--- src/hdl/uart_rx_idle_timeout_framer_core_assert.svh ---
// assertion macros shared by the framer modules
`ifndef UART_RX_IDLE_TIMEOUT_FRAMER_CORE_ASSERT_SVH
`define UART_RX_IDLE_TIMEOUT_FRAMER_CORE_ASSERT_SVH

// same-cycle implication
`define UITF_ASSERT_NOW(lbl, clk, rst, ante, cons) \
   lbl: assert property (@(posedge clk) disable iff (rst) (ante) |-> (cons)) \
      else $error("framer assertion failed");

// next-cycle implication
`define UITF_ASSERT_NEXT(lbl, clk, rst, ante, cons) \
   lbl: assert property (@(posedge clk) disable iff (rst) (ante) |=> (cons)) \
      else $error("framer assertion failed");

`endif

--- src/hdl/uitf_pkg.sv ---
package uitf_pkg;

   localparam int COUNT_W = 17;
   localparam logic [COUNT_W-1:0] COUNT_MAX = {COUNT_W{1'b1}};
   localparam logic [15:0] TIMEOUT_RESET = 16'd10;
   localparam int CSR_AW = 3;
   localparam logic CSR_IDLE_TIMEOUT = 1'b0;

   typedef enum logic [1:0] {
      REQ_BYTE = 2'd0,
      REQ_TICK = 2'd1,
      REQ_READ = 2'd2,
      REQ_ACK  = 2'd3
   } req_kind_type;

   typedef struct packed {
      logic       pending;
      logic [7:0] length;
      logic       receiving;
      logic       done;
   } status_type;

endpackage

--- src/hdl/uart_rx_idle_timeout_framer_core.sv ---
// Idle-timeout packet framer for one serial receive channel.
// req channel: one beat per event; req_tuser carries the kind (received byte,
// timer tick, read of a stored byte, acknowledge of a pending packet),
// req_tdata carries the byte and the read position.
// rsp channel: exactly one beat per req beat, in order, carrying the status
// after that event plus the read byte (zero unless a read of an index below BUF_DEPTH).
// From req acceptance to rsp valid a result passes the ram read stage (the byte
// store is a synchronous ram with a registered read port) and then one output
// register. One beat is accepted per cycle when rsp_tready stays high.
// When rsp stalls, one result waits in the output register and one more in
// the ram read stage; req_tready drops only while both are occupied.
// Reset clears the write position, silence count, flags and packet length,
// and sets idle_timeout to 10. The byte store is not cleared; reading a
// position that was never written returns an undefined byte.
// the user writes idle_timeout via csr port address 0 only while idle; unchecked.
module uart_rx_idle_timeout_framer_core #(
   parameter int BUF_DEPTH = 256
) (
   input  logic                       clock,
   input  logic                       reset,
   input  logic                       req_tvalid,
   output logic                       req_tready,
   input  logic [15:0]                req_tdata,  // rx_byte[7:0], read_index[15:8]
   input  logic [1:0]                 req_tuser,  // req_type[1:0]
   output logic                       rsp_tvalid,
   input  logic                       rsp_tready,
   // read_data[7:0], packet_pending[8], packet_length[16:9], receiving[17],
   // packet_done[18], zero[23:19]
   output logic [23:0]                rsp_tdata,
   input  logic                       csr_psel,
   input  logic                       csr_penable,
   input  logic                       csr_pwrite,
   input  logic [uitf_pkg::CSR_AW-1:0] csr_paddr,
   input  logic [31:0]                csr_pwdata,
   output logic [31:0]                csr_prdata,
   output logic                       csr_pready
);
   import uitf_pkg::*;
   `include "uart_rx_idle_timeout_framer_core_assert.svh"

   localparam int AW = $clog2(BUF_DEPTH);

   logic [15:0]   timeout_ff;
   logic          csr_write;
   logic          req_accept;
   req_kind_type  kind;
   logic [7:0]    rx_byte;
   logic [7:0]    read_index;
   logic          index_ok;
   logic [AW-1:0] write_pos;
   status_type    status;
   logic [7:0]    ram_rd_data;

   logic          s1_valid_ff, s1_valid_in;
   status_type    s1_status_ff;
   logic          s1_read_ff;
   logic          s1_move;
   logic          out_valid_ff, out_valid_in;
   status_type    out_status_ff;
   logic [7:0]    out_data_ff;

   // configuration
   assign csr_pready = 1'b1;
   assign csr_write  = csr_psel && csr_penable && csr_pwrite && csr_pready;
   assign csr_prdata = (csr_paddr[2] == CSR_IDLE_TIMEOUT) ? {16'd0, timeout_ff} : 32'd0;

   always_ff @(posedge clock) begin
      if (reset) begin
         timeout_ff <= TIMEOUT_RESET;
      end else if (csr_write && csr_paddr[2] == CSR_IDLE_TIMEOUT) begin
         timeout_ff <= csr_pwdata[15:0];
      end
   end

   // request decode
   assign kind       = req_kind_type'(req_tuser);
   assign rx_byte    = req_tdata[7:0];
   assign read_index = req_tdata[15:8];
   assign index_ok   = 32'(read_index) < BUF_DEPTH;

   assign s1_move    = s1_valid_ff && (!out_valid_ff || rsp_tready);
   assign req_tready = !s1_valid_ff || s1_move;
   assign req_accept = req_tvalid && req_tready;

   uitf_ctrl #(
      .BUF_DEPTH(BUF_DEPTH)
   ) u_ctrl (
      .clock       (clock),
      .reset       (reset),
      .accept      (req_accept),
      .kind        (kind),
      .idle_timeout(timeout_ff),
      .write_pos   (write_pos),
      .status      (status)
   );

   uitf_ram #(
      .WIDTH(8),
      .DEPTH(BUF_DEPTH)
   ) u_store (
      .clock  (clock),
      .wr_en  (req_accept && kind == REQ_BYTE),
      .wr_addr(write_pos),
      .wr_data(rx_byte),
      .rd_en  (req_accept && kind == REQ_READ),
      .rd_addr(AW'(read_index)),
      .rd_data(ram_rd_data)
   );

   // ram read stage, then output register
   assign s1_valid_in  = req_accept || (s1_valid_ff && !s1_move);
   assign out_valid_in = s1_move || (out_valid_ff && !rsp_tready);

   always_ff @(posedge clock) begin
      if (reset) begin
         s1_valid_ff  <= 1'b0;
         out_valid_ff <= 1'b0;
      end else begin
         s1_valid_ff  <= s1_valid_in;
         out_valid_ff <= out_valid_in;
      end
   end

   always_ff @(posedge clock) begin
      if (req_accept) begin
         s1_status_ff <= status;
         s1_read_ff   <= (kind == REQ_READ) && index_ok;
      end
      if (s1_move) begin
         out_status_ff <= s1_status_ff;
         out_data_ff   <= s1_read_ff ? ram_rd_data : 8'd0;
      end
   end

   assign rsp_tvalid = out_valid_ff;
   assign rsp_tdata  = {5'd0, out_status_ff.done, out_status_ff.receiving,
                        out_status_ff.length, out_status_ff.pending, out_data_ff};

   `UITF_ASSERT_NOW(a_no_accept_when_full, clock, reset,
      s1_valid_ff && !s1_move, !req_accept)
   `UITF_ASSERT_NOW(a_done_flags, clock, reset, out_valid_ff && out_status_ff.done,
      out_status_ff.pending && !out_status_ff.receiving)
   `UITF_ASSERT_NEXT(a_stage_moves, clock, reset, s1_move, out_valid_ff)

endmodule

--- src/hdl/uitf_ram.sv ---
module uitf_ram #(
   parameter int WIDTH = 8,
   parameter int DEPTH = 256
) (
   input  logic                     clock,
   input  logic                     wr_en,
   input  logic [$clog2(DEPTH)-1:0] wr_addr,
   input  logic [WIDTH-1:0]         wr_data,
   input  logic                     rd_en,
   input  logic [$clog2(DEPTH)-1:0] rd_addr,
   output logic [WIDTH-1:0]         rd_data
);

   logic [WIDTH-1:0] mem_ff [DEPTH];
   logic [WIDTH-1:0] rd_data_ff;

   always_ff @(posedge clock) begin
      if (wr_en) begin
         mem_ff[wr_addr] <= wr_data;
      end
      if (rd_en) begin
         rd_data_ff <= mem_ff[rd_addr];
      end
   end

   assign rd_data = rd_data_ff;

endmodule

--- src/hdl/uitf_ctrl.sv ---
module uitf_ctrl #(
   parameter int BUF_DEPTH = 256
) (
   input  logic                         clock,
   input  logic                         reset,
   input  logic                         accept,
   input  uitf_pkg::req_kind_type       kind,
   input  logic [15:0]                  idle_timeout,
   output logic [$clog2(BUF_DEPTH)-1:0] write_pos,
   output uitf_pkg::status_type         status
);
   import uitf_pkg::*;
   `include "uart_rx_idle_timeout_framer_core_assert.svh"

   localparam int AW = $clog2(BUF_DEPTH);
   localparam logic [AW-1:0] LAST_POS = AW'(BUF_DEPTH - 1);

   logic [AW-1:0]      write_pos_ff, write_pos_in;
   logic [COUNT_W-1:0] count_ff, count_in, count_inc;
   logic               busy_ff, busy_in;
   logic               waiting_ff, waiting_in;
   logic [AW-1:0]      length_ff, length_in;
   logic               done;

   assign count_inc = (count_ff < COUNT_MAX) ? count_ff + 1'b1 : count_ff;

   always_comb begin
      write_pos_in = write_pos_ff;
      count_in     = count_ff;
      busy_in      = busy_ff;
      waiting_in   = waiting_ff;
      length_in    = length_ff;
      done         = 1'b0;
      case (kind)
         REQ_BYTE: begin
            write_pos_in = (write_pos_ff == LAST_POS) ? '0 : write_pos_ff + 1'b1;
            count_in     = COUNT_W'(1);
            busy_in      = 1'b1;
         end
         REQ_TICK: begin
            if (busy_ff) begin
               count_in = count_inc;
               // packet ends once silence exceeds the timeout
               if (count_inc > {1'b0, idle_timeout}) begin
                  busy_in      = 1'b0;
                  waiting_in   = 1'b1;
                  length_in    = write_pos_ff;
                  write_pos_in = '0;
                  done         = 1'b1;
               end
            end
         end
         REQ_ACK: waiting_in = 1'b0;
         default: ;
      endcase
   end

   always_ff @(posedge clock) begin
      if (reset) begin
         write_pos_ff <= '0;
         count_ff     <= '0;
         busy_ff      <= 1'b0;
         waiting_ff   <= 1'b0;
         length_ff    <= '0;
      end else if (accept) begin
         write_pos_ff <= write_pos_in;
         count_ff     <= count_in;
         busy_ff      <= busy_in;
         waiting_ff   <= waiting_in;
         length_ff    <= length_in;
      end
   end

   assign write_pos        = write_pos_ff;
   assign status.pending   = waiting_in;
   assign status.length    = 8'(length_in);
   assign status.receiving = busy_in;
   assign status.done      = done;

   `UITF_ASSERT_NEXT(a_done_rewinds, clock, reset, accept && done,
      write_pos_ff == '0 && waiting_ff && !busy_ff)
   `UITF_ASSERT_NEXT(a_byte_sets_busy, clock, reset, accept && kind == REQ_BYTE,
      busy_ff && count_ff == COUNT_W'(1))
   `UITF_ASSERT_NOW(a_busy_count, clock, reset, busy_ff, count_ff != '0)

endmodule
--- config.mk ---
export PLATFORM = sky130hd
export DESIGN_NAME = uart_rx_idle_timeout_framer_core
export DESIGN_NICKNAME = d
export VERILOG_FILES = /design/src/hdl/uitf_pkg.sv /design/src/hdl/uart_rx_idle_timeout_framer_core.sv /design/src/hdl/uitf_ram.sv /design/src/hdl/uitf_ctrl.sv
export VERILOG_INCLUDE_DIRS = /design/src /design/src/hdl
export SDC_FILE = /design/constraint.sdc
export NUM_CORES = 2
export LEC_CHECK = 0
export ABC_AREA = 1
export BUFFER_PORTS_ARGS = -buffer_cell sky130_fd_sc_hd__clkbuf_2
export CORE_UTILIZATION = 46
export CTS_BUF_LIST = sky130_fd_sc_hd__clkbuf_4
export DETAILED_ROUTE_END_ITERATION = 12
export SLEW_MARGIN = 20
export SYNTH_ARGS = -nofsm -noshare
export SYNTH_HDL_FRONTEND = slang
export SYNTH_SLANG_ARGS = --single-unit
export TNS_END_PERCENT = 50
--- constraint.sdc ---
create_clock -name clock -period 9.2 [get_ports clock]
set_input_delay 1.84 -clock clock [delete_from_list [all_inputs] [get_ports clock]]
set_output_delay 1.84 -clock clock [all_outputs]
set_load 0.02 [all_outputs]
### Word level (Yosys, flattened, before mapping)

Memory sizes are Yosys's and may differ from the RTL's. A register that Yosys moved wholly into a read port is not among the register bits.
Index checks and enable logic that the tools add are counted.

| word-level totals | value |
|---|---|
| output and inout bits | 59 |
| flip-flop bits (word level) | 84 |
| memory bits (writable) | 2048 |
| input bits | 60 |
| memories kept | 1 |

| operators by class | value |
|---|---|
| bitwise gates (word level) | 1 |
| equality and inequality tests | 6 |
| add/subtract/negate cells | 2 |
| reductions and logical operators | 22 |
| muxes and demuxes | 20 |
| magnitude comparators | 2 |

Memories:

| memory | words | width | rd ports | clocked after Yosys merged registers in | write ports | line | source |
|---|---|---|---|---|---|---|---|
| u_store.mem_ff | 256 | 8 | 1 | 1 | 1 | uitf_ram.sv:14 | `logic [WIDTH-1:0] mem_ff [DEPTH];` |

Operators with widths:

| kind | count |
|---|---|
| 8-bit 2-to-1 mux | 6 |
| 17-bit 2-to-1 mux | 2 |
| 17-bit one-hot mux with 2 select lines | 1 |
| 17-bit by 1-bit adder with 17-bit output (second input constant) | 1 |
| 17-bit by 16-bit > comparator with 1-bit output | 1 |
| 17-bit less-than comparator (second input constant) | 1 |
| 16-bit 2-to-1 mux | 1 |
| 8-bit one-hot mux with 2 select lines | 1 |
| 1-bit logical AND | 9 |
| 8-bit by 1-bit adder with 8-bit output (second input constant) | 1 |
| 8-bit equality test (second input constant) | 1 |
| 1-bit 2-to-1 mux | 7 |
| 2-bit equality test (second input constant) | 2 |
| 1-bit logical NOT | 4 |
| 1-bit logical OR | 4 |
| 2-bit by 1-bit inequality test with 1-bit output (second input constant) | 2 |
| 1-bit one-hot mux with 2 select lines | 2 |
| 4-bit AND reduction | 1 |
| 3-bit AND reduction | 1 |
| 2-bit by 1-bit equality test with 1-bit output (second input constant) | 1 |
| 2-bit logical NOT | 1 |
| 2-bit AND reduction | 1 |
| 2-bit nonzero test | 1 |
| 1-bit NOT | 1 |

### Logic depth before layout (Yosys ltp)

| depth | value |
|---|---|
| depth in word-level cells | 8 |
| gate-level depth with buffers | 24 |

### Hierarchy

Synthesis repeated with hierarchy kept, for this count alone.

| second synthesis, totals | value |
|---|---|
| cells, all modules | 7623 |
| area, all modules | 88253.4 µm² |

Modules (own cells, without submodules):

| module | area each (µm²) | times used | cells an instance |
|---|---|---|---|
| uitf_ram | 83476.3 | 1 | 7003 |
| uitf_ctrl | 2608.8 | 1 | 393 |
| uart_rx_idle_timeout_framer_core | 2168.3 | 1 | 227 |

### Worst setup path before layout

OpenSTA, ideal clock, no wires.

| timing | value |
|---|---|
| path type | input -> output |
| from | input csr_paddr[2] (netlist bit) |
| to | output csr_prdata[10] |
| arrival time | 2.518 ns |
| required time | 7.360 ns |
| slack | 4.842 ns |
| stages | 3 |
| cell sequence | clkbuf_1 clkbuf_1 nor2_1 |

| on the way | value |
|---|---|
| word-level cells in the longest chain between the ends | 1 |

Ends and longest elaborated chain:

| what | line | source |
|---|---|---|
| from (decl) | uart_rx_idle_timeout_framer_core.sv:33 | `input logic [uitf_pkg::CSR_AW-1:0] csr_paddr,` |
| 16-bit 2-to-1 mux | uart_rx_idle_timeout_framer_core.sv:65 | `assign csr_prdata = (csr_paddr[2] == CSR_IDLE_TIMEOUT) ? {16'd0, timeout_ff} : 32'd0;` |
| to (decl) | uart_rx_idle_timeout_framer_core.sv:35 | `output logic [31:0] csr_prdata,` |

No other way between the ends.

==> load_flow_metrics.sql <==
INSERT INTO impl_metrics (metric_group, metric, value, unit) VALUES
('critical_path', 'crit_arrival', '5.55', 'ns'),
('cells_and_area', 'fin_nets', '7390', ''),
('synthesis', 'yosysWarnings', '0', ''),
('power', 'power_frac_comb', '5.7', '%'),
('min_path', 'whs_path_depth', '0', ''),
('timing', 'hold_viol_final', '0', ''),
('synthesis', 'synth_simple_gate_area_share', '13.2', '%'),
('power', 'power_density_over_cell_area', '208', 'nW/um^2'),
('global_routing', 'first_global_vias', '55300', ''),
('synthesis', 'post_synth_instance_area', '86500', 'sq um'),
('route', 'firstDrtPassIters', '8', ''),
('timing', 'rsz0062_at_grt', 'no', ''),
('clocking', 'ctsRootBufferMaster', 'sky130_fd_sc_hd__clkbuf_4', ''),
('min_path', 'startpoint_of_the_tightest_hold_check_path', 's1_status_ff[10]', ''),
('route', 'via_per_inst', '5.71', ''),
('synthesis', 'post_synth_xor_xnor_area', '0.152', '%'),
('global_routing', 'grt_start_max_net_pins', '257', ''),
('power', 'power_switching', '4.67', 'mW'),
('critical_path', 'path_max_fanout', '212', ''),
('timing', 'worst-slew-pin-transition', '1.22', 'ns'),
('clocking', 'htreeDepth', '6', ''),
('min_path', 'hold_end', 'rsp_tdata[8]', ''),
('critical_path', 'startpoint_type', 'primary input', ''),
('timing', 'final_max_slew_viol_count', '0', ''),
('timing', 'slew_headroom', '18.4', '%'),
('synthesis', 'compound_gate_fraction_of_synth_area', '9.20', '%'),
('timing', 'skew_final', '0.0567', 'ns'),
('clocking', 'cts_tree', 'yes', ''),
('die', 'total_i_o_pin_count', '119', ''),
('die', 'floorplan.die_area', '190000', 'sq um'),
('global_routing', 'grt_overflow', '0', ''),
('power', 'cellLeakagePower', '31.9', 'nW'),
('critical_path', 'crit-reg2reg-launch', 'rsp_tvalid', ''),
('clocking', 'postCtsSetupRepairBufs', '0', ''),
('clocking', 'clkSlewWorstSetupHoldPaths', '0.07', 'ns'),
('synthesis', 'synth_ff_type', 'sky130_fd_sc_hd__edfxtp_1', ''),
('critical_path', 'crit_path_end_kind', 'flop', ''),
('place', 'post_dp_cell_area', '88500', 'sq um'),
('synthesis', 'synth_edf_count', '2087', ''),
('timing', 'setup_tns', '0', 'ns'),
('place', 'gp_congestion', '0.809', ''),
('clocking', 'cts_inserted_buffers', '574', ''),
('synthesis', 'synth-seq-area-share', '73.7', '%'),
('outcome', 'run_status', 'finished clean', ''),
('power', 'power_switching_share', '23.5', '%'),
('die', 'dieHeight', '436', 'um'),
('clocking', 'clk-insertion-delay-late', '1.34', 'ns'),
('global_routing', 'gr-usage-met3', '4.64', '%'),
('global_routing', 'global_route_track_usage_on_met1', '33.3', '%'),
('clocking', 'cts.sinks', '2140', ''),
('power', 'clock_power_share', '40.2', '%'),
('clocking', 'clock_path_buffers', '4', ''),
('clocking', 'cts_repair_resize_count', '0', ''),
('min_path', 'hold_path.class', 'flop to flop', ''),
('critical_path', 'rrSetupSlack', '5.28', 'ns'),
('global_routing', 'gr-max-usage-layer', 'met2', ''),
('synthesis', 'synth_fa_ha_area_share', '0.304', '%'),
('route', 'final_antenna_net_count', '0', ''),
('synthesis', 'synth_area_per_cell', '12.2', 'sq um'),
('job', 'maxCapViolations', '0', ''),
('synthesis', 'muxShareOfSynthArea', '0', '%'),
('synthesis', 'synth.lib_cells_used.distinct', '40', ''),
('synthesis', 'ys_async_sr_fraction', '0', '%'),
('place', 'half_perimeter_wire_length_of_the_detailed_placement_result', '123000', 'um'),
('place', 'io_buffer_count', '78', ''),
('timing', 'achievable-frequency', '230', 'MHz'),
('global_routing', 'antenna_found_initial', '4', ''),
('timing', 'setup_slack', '4.85', 'ns'),
('route', 'vias', '57900', ''),
('cells_and_area', 'area.growth.synth_to_final', '9.99', '%'),
('synthesis', 'synthCells', '7086', '');
layout by cell type (no fill, tap or decap), types with 8 or more instances in the layout:
master                     count
sky130_fd_sc_hd__buf_12       13
sky130_fd_sc_hd__clkbuf_2     65
sky130_fd_sc_hd__o21ai_1      34
sky130_fd_sc_hd__nand2_1     832
sky130_fd_sc_hd__ha_1         21
sky130_fd_sc_hd__nand3_1     693
sky130_fd_sc_hd__nor2_1     1196
sky130_fd_sc_hd__a21oi_1      99
sky130_fd_sc_hd__o22ai_1     432
sky130_fd_sc_hd__diode_2       9
sky130_fd_sc_hd__inv_1       130
sky130_fd_sc_hd__conb_1       22
sky130_fd_sc_hd__clkbuf_4    831
sky130_fd_sc_hd__inv_2        17
sky130_fd_sc_hd__edfxtp_1   2087
sky130_fd_sc_hd__dfxtp_1      53
sky130_fd_sc_hd__clkinv_1     65
sky130_fd_sc_hd__buf_8        11
sky130_fd_sc_hd__buf_4        60
sky130_fd_sc_hd__nand4_1       8
sky130_fd_sc_hd__nand2_2       8
sky130_fd_sc_hd__xor2_1       10
sky130_fd_sc_hd__nor3_1        8
sky130_fd_sc_hd__o21ai_0     906
synthesized netlist by cell type (8+ instances only):
cell	n	area share, %
sky130_fd_sc_hd__buf_1	44	0.19
sky130_fd_sc_hd__clkbuf_1	316	1.4
sky130_fd_sc_hd__nand3_1	699	4.0
sky130_fd_sc_hd__o21ai_1	34	0.20
sky130_fd_sc_hd__edfxtp_1	2087	72
sky130_fd_sc_hd__ha_1	21	0.30
sky130_fd_sc_hd__nor3_1	8	0.046
sky130_fd_sc_hd__inv_1	132	0.57
sky130_fd_sc_hd__buf_4	58	0.50
sky130_fd_sc_hd__dfxtp_1	53	1.2
sky130_fd_sc_hd__buf_2	74	0.43
sky130_fd_sc_hd__buf_6	27	0.35
sky130_fd_sc_hd__a21oi_1	100	0.58
sky130_fd_sc_hd__o22ai_1	432	3.1
sky130_fd_sc_hd__nor2_1	1197	5.2
sky130_fd_sc_hd__nand4_1	8	0.058
sky130_fd_sc_hd__nand2_1	837	3.6
sky130_fd_sc_hd__xor2_1	10	0.10
sky130_fd_sc_hd__o21ai_0	906	5.2
routing by layer:
layer | vias to the layer above | wire [um] | share of wire [%]
met5 | - | 0 | 0
met4 | 0 | 8140 | 3.4
met3 | 480 | 19700 | 8.3
met2 | 2575 | 111000 | 47
met1 | 28400 | 97900 | 41
li1 | 26400 | - | -
area by class of cell:
type / instances / area [sq um]
fill: 16300 / 90900
sequential: 2140 / 63700
multi-input combinational: 4306 / 19900
clock buffer: 831 / 6240
tap: 2480 / 3100
timing repair buffer: 149 / 1200
inverter: 138 / 552
clock inverter: 88 / 427
antenna: 9 / 22.5
metrics by stage:
stage          hold WS, ns  power (mW)
2_1_floorplan        0.400        11.6
3_3_place_gp         0.413        12.0
3_5_place_dp         0.415        12.1
4_1_cts              0.433        20.0
5_1_grt              0.431        20.6
6_report             0.429        19.8
power by group through the flow:
stage          registers, mW  clock network (mW)  logic [mW]
6_report                10.7                7.97        1.14
5_1_grt                 10.7                8.61        1.23
4_1_cts                 10.7                8.12        1.13
3_5_place_dp            10.9                   0        1.13
3_3_place_gp            10.9                   0        1.11
2_1_floorplan           10.9                   0       0.662
how the worst max path moves through the flow:
stage | start | endpoint | slack [ns]
global route | req_tdata[8] | u_store.rd_data[5] | 4.79
floorplan | csr_paddr[2] | csr_prdata[10] | 4.84
finish | req_tdata[8] | u_store.rd_data[7] | 4.85
global placement | req_tdata[10] | u_store.rd_data[6] | 3.65
CTS | csr_paddr[2] | csr_prdata[10] | 4.87
detailed placement | req_tdata[8] | u_store.rd_data[6] | 3.63
cells by family (layout without fill, tap and decap cells):
family | after synthesis | after routing
adders and majority gates | 21 | 21
other | 2 | 31
AOI/OAI and AO/OA | 1478 | 1478
DFF | 2140 | 2140
and+or+nand+nor | 2770 | 2770
xor gates and xnor gates | 15 | 15
buffers and inverters | 660 | 1206
flip-flops by register name, summed over array words and instances (netlist names), 8 cells and up:
name	count
rsp_tdata	11
u_ctrl.write_pos	8
out_data_ff	8
u_store.rd_data	8
u_store.mem_ff	2048
u_ctrl.length_ff	8
u_ctrl.count_ff	17
s1_status_ff	11
timeout_ff	16
critical path, cell delays in order:
cell and delay [ns]:
sky130_fd_sc_hd__buf_8 0.31, sky130_fd_sc_hd__buf_4 0.73, sky130_fd_sc_hd__buf_12 0.58, sky130_fd_sc_hd__o21ai_0 0.21
sky130_fd_sc_hd__o22ai_1 0.26, sky130_fd_sc_hd__nand2_1 0.08, sky130_fd_sc_hd__nand3_1 0.16, sky130_fd_sc_hd__nand3_1 0.13
sky130_fd_sc_hd__nand3_1 0.32, sky130_fd_sc_hd__nand3_1 0.18, sky130_fd_sc_hd__nand2_1 0.11, sky130_fd_sc_hd__nand2_1 0.06
sky130_fd_sc_hd__nand2_1 0.07
No activity file was read; power rests on OpenSTA's default activity.
